$ cat src/rtl/kss_pkg.sv
// Package for the key frame segment search block.
// Shared widths, status and register codes, and divider request/response types.
// No dependencies.
package kss_pkg;

	localparam int TIME_W = 32;
	localparam int FPS_W  = 8;
	localparam int PROD_W = TIME_W + FPS_W;
	localparam int KEY_W  = 16;
	localparam int FRAC_W = 17;
	localparam int IDX_W  = 8;
	localparam int ST_W   = 3;
	localparam int CFG_W  = 9;

	localparam logic [FRAC_W-1:0] FRAC_ONE = 17'h10000;

	// Result status codes
	localparam logic [ST_W-1:0] ST_INSIDE   = 3'd0;
	localparam logic [ST_W-1:0] ST_PAST     = 3'd1;
	localparam logic [ST_W-1:0] ST_BEFORE   = 3'd2;
	localparam logic [ST_W-1:0] ST_NOTFOUND = 3'd3;
	localparam logic [ST_W-1:0] ST_LOAD     = 3'd4;

	// Request type codes
	localparam logic REQ_LOAD   = 1'b0;
	localparam logic REQ_LOOKUP = 1'b1;

	// Configuration register indexes
	typedef enum logic [0:0] {
		REG_KEY_COUNT = 1'b0,
		REG_FPS       = 1'b1
	} reg_index_t;

	// Divider request and response
	typedef struct packed {
		logic              start;
		logic [PROD_W-1:0] num;
		logic [KEY_W-1:0]  den;
	} div_req_t;

	typedef struct packed {
		logic              done;
		logic [FRAC_W-1:0] quot;
	} div_rsp_t;

endpackage

$ cat src/rtl/kss_div.sv
// Restoring divider for the segment fraction, one quotient bit per cycle.
// Quotient is saturated to one (Q1.16). Depends on kss_pkg.
module kss_div (
	input  logic               clk,
	input  logic               arst_n,
	input  kss_pkg::div_req_t  req,
	output kss_pkg::div_rsp_t  rsp,
	output logic               busy
);
	import kss_pkg::*;

	localparam int QW = FRAC_W + 1;

	logic              busy_q;
	logic              done_q;
	logic              sat_q;
	logic [4:0]        cnt_q;
	logic [KEY_W-1:0]  rem_q;
	logic [KEY_W-1:0]  den_q;
	logic [QW-1:0]     lo_q;
	logic [QW-1:0]     quo_q;
	logic [KEY_W:0]    trial;
	logic              ovf;

	assign trial = {rem_q, lo_q[QW-1]};
	// quotient would reach 2^18 or more: saturate right away
	assign ovf = req.num[PROD_W-1:QW] >= (PROD_W-QW)'(req.den);

	always_ff @(posedge clk or negedge arst_n) begin
		if (!arst_n) begin
			busy_q <= 1'b0;
			done_q <= 1'b0;
			sat_q  <= 1'b0;
			cnt_q  <= '0;
		end else begin
			// done pulses after a saturated start or after the last quotient bit
			done_q <= req.start ? ovf : (busy_q && cnt_q == 5'd0);
			if (req.start) begin
				sat_q <= ovf;
				cnt_q <= 5'(QW - 1);
				if (!ovf) begin
					busy_q <= 1'b1;
				end
			end else if (busy_q) begin
				cnt_q <= cnt_q - 5'd1;
				if (cnt_q == 5'd0) begin
					busy_q <= 1'b0;
				end
			end
		end
	end

	// datapath
	always_ff @(posedge clk) begin
		if (req.start) begin
			rem_q <= req.num[QW+KEY_W-1:QW];
			lo_q  <= req.num[QW-1:0];
			den_q <= req.den;
			quo_q <= '0;
		end else if (busy_q) begin
			lo_q <= {lo_q[QW-2:0], 1'b0};
			if (trial >= {1'b0, den_q}) begin
				rem_q <= KEY_W'(trial - {1'b0, den_q});
				quo_q <= {quo_q[QW-2:0], 1'b1};
			end else begin
				rem_q <= trial[KEY_W-1:0];
				quo_q <= {quo_q[QW-2:0], 1'b0};
			end
		end
	end

	assign rsp.done = done_q;
	assign rsp.quot = (sat_q || quo_q > QW'(FRAC_ONE)) ? FRAC_ONE : quo_q[FRAC_W-1:0];
	assign busy     = busy_q;

endmodule

$ cat config.mk
export PLATFORM = sky130hd
export DESIGN_NAME = kss_div
export DESIGN_NICKNAME = d
export VERILOG_FILES = /design/src/rtl/kss_pkg.sv /design/src/rtl/kss_div.sv
export SDC_FILE = /design/constraint.sdc
export NUM_CORES = 1
export LEC_CHECK = 0
export BUFFER_PORTS_ARGS = -buffer_cell sky130_fd_sc_hd__buf_2
export CORE_MARGIN = 10
export CORE_UTILIZATION = 52
export CTS_CLUSTER_SIZE = 20
export DETAILED_ROUTE_END_ITERATION = 10
export PLACE_DENSITY = 0.77
export SKIP_CTS_REPAIR_TIMING = 1
export SLEW_MARGIN = 25
export SYNTH_ARGS = -nofsm -noshare
export SYNTH_HDL_FRONTEND = slang
export SYNTH_SLANG_ARGS = --single-unit
$ cat constraint.sdc
create_clock -name clk -period 2.4 [get_ports clk]
set_input_delay 0.24 -clock clk [delete_from_list [all_inputs] [get_ports clk]]
set_output_delay 0.24 -clock clk [all_outputs]
set_load 0.01 [all_outputs]
# ---- After elaboration in Yosys (flattened, before gate mapping)
# Cells that the tools add are included.
dict set report op_classes {
  n_lt_le_gt_ge 3
  add_sub_neg 2
  n_reduce_logical 4
  n_mux 14
  n_eq_ne 1
}
# operator n
set ops {}
lappend ops {{16-bit two-way mux} 3}
lappend ops {{18-bit two-way mux} 2}
lappend ops {{22-bit by 16-bit >= comparator with 1-bit output} 1}
lappend ops {{18-bit by 17-bit > comparator with 1-bit output, second input constant} 1}
lappend ops {{17-bit by 16-bit >= comparator with 1-bit output} 1}
lappend ops {{17-bit two-way mux} 1}
lappend ops {{16-bit subtractor} 1}
lappend ops {{5-bit two-way mux} 2}
lappend ops {{1-bit two-way mux} 6}
lappend ops {{5-bit logical NOT} 1}
lappend ops {{5-bit by 1-bit subtractor with 5-bit output, second input constant} 1}
lappend ops {{2-bit inequality test, second input constant} 1}
lappend ops {{2-bit nonzero test} 1}
lappend ops {{1-bit logical AND} 1}
lappend ops {{1-bit logical OR} 1}
dict set report totals {
  regBits 76
}

# ---- Depth between registers and ports, before layout
dict set report logic_depth {
  depth_word 4
  mapped_depth 11
  ltp_nobuf 10
}

# ---- Worst setup path after synthesis
# Ideal clock, no wire load.
dict set report synth_timing {
  path_type {flip-flop to flip-flop}
  from {register rem_q[5]}
  to {register rem_q[8], data pin}
  path_stages_with_launch 10
  t_required_ns 2.122
  synth_period_minus_slack_ns 2.314
  setup_time_ns 0.278
  t_arrival_ns 2.036
  slack_ns 0.086
  n_path_buf 2
  path_cell_list {edfxtp_1 > ha_1 > buf_2 > a21oi_1 > a2bb2oi_2 > o31ai_4 > o211a_4 > nor2_2 > buf_6 > o311ai_2}
}
dict set report synth_via {
  elab_chain_cells 4
  elab_cells_between_ends 5
  classes_between {1 x add/sub; 1 x order compare; 3 x mux}
}
# element line
set synth_rtl {}
lappend synth_rtl {{start: declaration} kss_div.sv:18} ;# logic [KEY_W-1:0] rem_q;
lappend synth_rtl {{start signal: assignment} kss_div.sv:56} ;# rem_q <= req.num[QW+KEY_W-1:QW];
lappend synth_rtl {{start signal: assignment} kss_div.sv:63} ;# rem_q <= KEY_W'(trial - {1'b0, den_q});
lappend synth_rtl {{start signal: assignment} kss_div.sv:66} ;# rem_q <= trial[KEY_W-1:0];
lappend synth_rtl {{16-bit subtractor or 17-bit by 16-bit >= comparator with 1-bit output (tied branches)} {kss_div.sv:63, kss_div.sv:62}}
lappend synth_rtl {{16-bit two-way mux (*)} kss_div.sv:62} ;# if (trial >= {1'b0, den_q}) begin
lappend synth_rtl {{16-bit two-way mux (*)} kss_div.sv:60} ;# end else if (busy_q) begin
lappend synth_rtl {{16-bit two-way mux (*)} kss_div.sv:55} ;# if (req.start) begin
# Every way passes the cells marked *; elsewhere a longest branch is shown, timed or not. The select of a mux whose other input is x is not followed.
# A chain may end at the register's enable or synchronous reset.

# ---- Worst setup path in the final report
dict set report layout_timing {
  from {register lo_q[17]}
  to {register rem_q[12], data pin}
}
dict set report layout_via {
  elab_chain_cells 4
  elab_cells_between_ends 5
  classes_between {1 x add/sub; 1 x order compare; 3 x mux}
}
# element line
set layout_rtl {}
lappend layout_rtl {{start: declaration} kss_div.sv:20} ;# logic [QW-1:0] lo_q;
lappend layout_rtl {{start signal: assignment} kss_div.sv:57} ;# lo_q <= req.num[QW-1:0];
lappend layout_rtl {{start signal: assignment} kss_div.sv:61} ;# lo_q <= {lo_q[QW-2:0], 1'b0};
lappend layout_rtl {{16-bit subtractor or 17-bit by 16-bit >= comparator with 1-bit output (tied branches)} {kss_div.sv:63, kss_div.sv:62}}
lappend layout_rtl {{16-bit two-way mux (*)} kss_div.sv:62}
lappend layout_rtl {{16-bit two-way mux (*)} kss_div.sv:60}
lappend layout_rtl {{16-bit two-way mux (*)} kss_div.sv:55}
# Marks and branches as above.

==> summary.md <==
| Metric | Value |
|---|---|
| Buf/Inv on CP | `2` |
| Power per cell area | `just over 700 mW/mm^2` |
| Crit end category | `flop` |
| Layout area overhead | `19.2%` |
| Cells after synthesis | `about 460` |
| CTS H-tree depth | `3` |
| Die W | `about 120 um` |
| Initial antenna violation count | `0` |
| Worst Path Max Fanout | `5` |
| Status | `complete, but fails checks` |
| Crit share post-route | `105%` |
| Synth area leaders | `edfxtp_1, ha_1, dfxtp_1, dfrtp_1, mux2_2` |
| Diode count | `0` |
| Area occupied by multi-input gates | `0.00248 sq mm` |
| Overflow left after global routing | `0` |
| Final WL | `between 10,000 and 15,000 um` |
| Slowest-stage cell, CP | `a2111oi_1` |
| FFs w/ async S/R, synth | `a little over a tenth` |
| Most used cell, CP | `inv_2` |
| Layout cell share with drive strength beyond 1 | `29.7%` |
| Fin. Hold Viols | `0` |
| CP Data Required Time | `~2600 ps` |
| IO buf count | `77` |
| Pin count of the biggest net entering global routing | `57` |
| Vias in the first global route | `around 4,000` |
| Headroom to the max-slew limit | `roughly two thirds` |
| Failing checks | `setup timing` |
| Critical Path Max Stage Delay | `440 ps` |
| Setup TNS | `-247 ps` |
| Post-synth EDFFs | `50` |
| Drt pass-1 iters | `5` |
| CTS Buf Count | `9` |
| Antenna-violating nets left | `0` |
| Main synth FF type | `edfxtp_1` |
| Unrepaired setup endpoints after global routing | `true` |
| Core area | `0.00881 sq mm` |
| Maxcap violations | `0` |
| DR WL/cell | `approximately 17 um` |
| Commonest non-fill, non-tap cell in the layout | `buf_2` |
| Final Setup Violations | `8` |
| Initial Util | `a little over half` |
| Fin. max-slew vios | `0` |
| Setup ws final | `-108 ps` |
| Total GRT Usage | `roughly 17%` |
| CTS Buffer Depth | `2` |
| First-pass GRT wire length | `19,000 um` |
| Clock skew | `roughly 11 ps` |
| F_max | `around 0.40 GHz` |
| Placement Rows | `34` |
| Syn_nets | `556` |
| Worst slew pin tran | `just over 500 ps` |
| Leak | `~2.5 nW` |
| Mapped Area | `around 0.0048 sq mm` |
| Worst setup SP type | `flop` |
| Die H | `116 um` |
| Clock latency on the worst-skew pair | `between 300 and 400 ps` |
| Syn avg cell area | `between 10 and 15 sq um` |
| Drt via density | `a little under 6` |
| Final nets | `between 600 and 700` |
| # fillers | `~700` |
| Via count | `~3,800` |
| WP data arrival | `about 2700 ps` |
| Hpwl dp | `8580 um` |
| Top cell type's share of synthesized area | `between 30% and 40%` |
| Sequential area share after synthesis | `43.4%` |
| Clk pin slew, worst setup/hold paths | `~90 ps` |
| Minimum clock period | `2510 ps` |
| Worst Hold Class | `primary input to flop` |
| Commonest cells after routing, fill and taps aside | `buf_2, edfxtp_1, inv_1` |
| Detailed router's first-iteration violation count | `162` |
| #FFs+latches synth | `76` |
| Post-synth cell types | `64` |
| Residual DRC | `0` |
| TritonCTS clock tree | `built` |
| Leading area contributor after synthesis | `edfxtp_1` |
| CP cell instances | `inv_2, ha_4, inv_2, fa_2, a21oi_2, o211ai_1, a2111oi_1, nor2_1, xnor2_1, o31ai_1` |
| TritonCTS Sinks | `76` |
| Worst path top cell family by delay | `compound AO/OA/AOI/OAI gates` |
| Sequential Area | `between 0.002 and 0.0025 sq mm` |
| IO Pins | `just under 80` |
| Final GP Congestion | `between 0.9 and 1` |
| Critical path class | `flop to flop` |
| Die area | `between 0.01 and 0.015 sq mm` |
| Syn. warnings | `0` |
| Fin util | `roughly 64%` |
| VDD IR max | `approximately 0.00041 V` |
| CTS root buf | `clkbuf_8` |
## power breakdown
part / switching, mW / internal (mW)
combinational: 0.705 / 0.569
clock: 0.550 / 0.522
sequential: 0.0794 / 1.58
total: 1.33 / 2.67
## final timing paths
path	end	start	slack [ps]	cells past startpoint
worst max register to register	rem_q[12]$_DFFE_PP_	lo_q[17]$_DFFE_PP_	-110	10
min in group asynchronous	cnt_q[0]$_DFFE_PN0P_	arst_n	230	2
worst min-delay path	den_q[15]$_DFFE_PP_	req[15]	60	1
max in group asynchronous	sat_q$_DFFE_PN0P_	arst_n	2010	2
worst max-delay path	rem_q[12]$_DFFE_PP_	lo_q[17]$_DFFE_PP_	-110	10
worst min register to register	cnt_q[4]$_DFFE_PN0P_	cnt_q[4]$_DFFE_PN0P_	540	2
## per-layer routing
layer	wire length (um)	GRT usage [%]	vias up
met2	5700	28.9	110
met5	0	0	-
met1	4900	20.9	1847
met3	745	5.68	21
li1	-	-	1867
met4	256	5.17	0
## cells in the mapped netlist (3+ instances only)
library cell,number
edfxtp_1,50
inv_1,43
ha_1,34
nor2_1,32
nand2_1,29
and2_1,19
a21oi_1,18
dfxtp_1,18
mux2i_1,18
mux2_2,17
clkbuf_1,13
a21o_1,10
nand3_1,10
nor2b_1,10
nor3_1,9
xnor2_1,9
dfrtp_1,8
o21ai_0,8
nand4b_1,7
nor4_1,7
a211oi_1,6
nand4_1,6
o31ai_1,6
buf_2,5
nand2b_1,5
o211ai_1,5
a32oi_1,4
xor2_1,4
buf_1,3
o21a_1,3
o311ai_0,3
## cell type report
class | count | share of cell area, %
multi-input combinational | 319 | 43.7
clock buffer | 11 | 3.07
clock inverter | 5 | 0.795
timing repair buffer | 105 | 10.8
tap | 108 | 2.38
sequential | 76 | 36.4
inverter | 43 | 2.85
## cell families after synthesis
group                    share of synthesized area (%)
multiplexers                                      7.81
flip-flops                                        43.4
XOR/XNOR                                          2.39
adder cells (fa/ha/maj)                           9.37
AND/OR/NAND/NOR                                   15.9
AO/OA/AOI/OAI                                     15.4
buffers and inverters                             5.81
## metrics by stage
step	total power [mW]	setup slack (ps)	hold WS, ps	area (sq um)	instances
6_report	4.00	-108	64.4	5670	667
5_1_grt	4.21	-194	45.0	5670	667
4_1_cts	3.93	-148	-304	5580	664
3_5_place_dp	2.88	-109	89.1	5360	648
3_3_place_gp	2.83	-44.9	85.5	5360	648
2_1_floorplan	2.51	85.7	-55.6	4760	462
## worst register-to-register path: cells and delay by family (launching register included)
family / cells / cell delay (ps)
and+or+nand+nor: 1 / 90
AOI/OAI and AO/OA: 4 / 1050
buffers and inverters: 2 / 130
xor gates and xnor gates: 1 / 140
DFF: 1 / 430
adders and majority gates: 2 / 500
## registers in the layout (all words and copies together), names as in the netlist
register / cells
quo_q: 18
busy: 1
den_q: 16
rem_q: 16
done_q: 1
lo_q: 18
cnt_q: 5
sat_q: 1
Power figures use the tool's default switching activity.
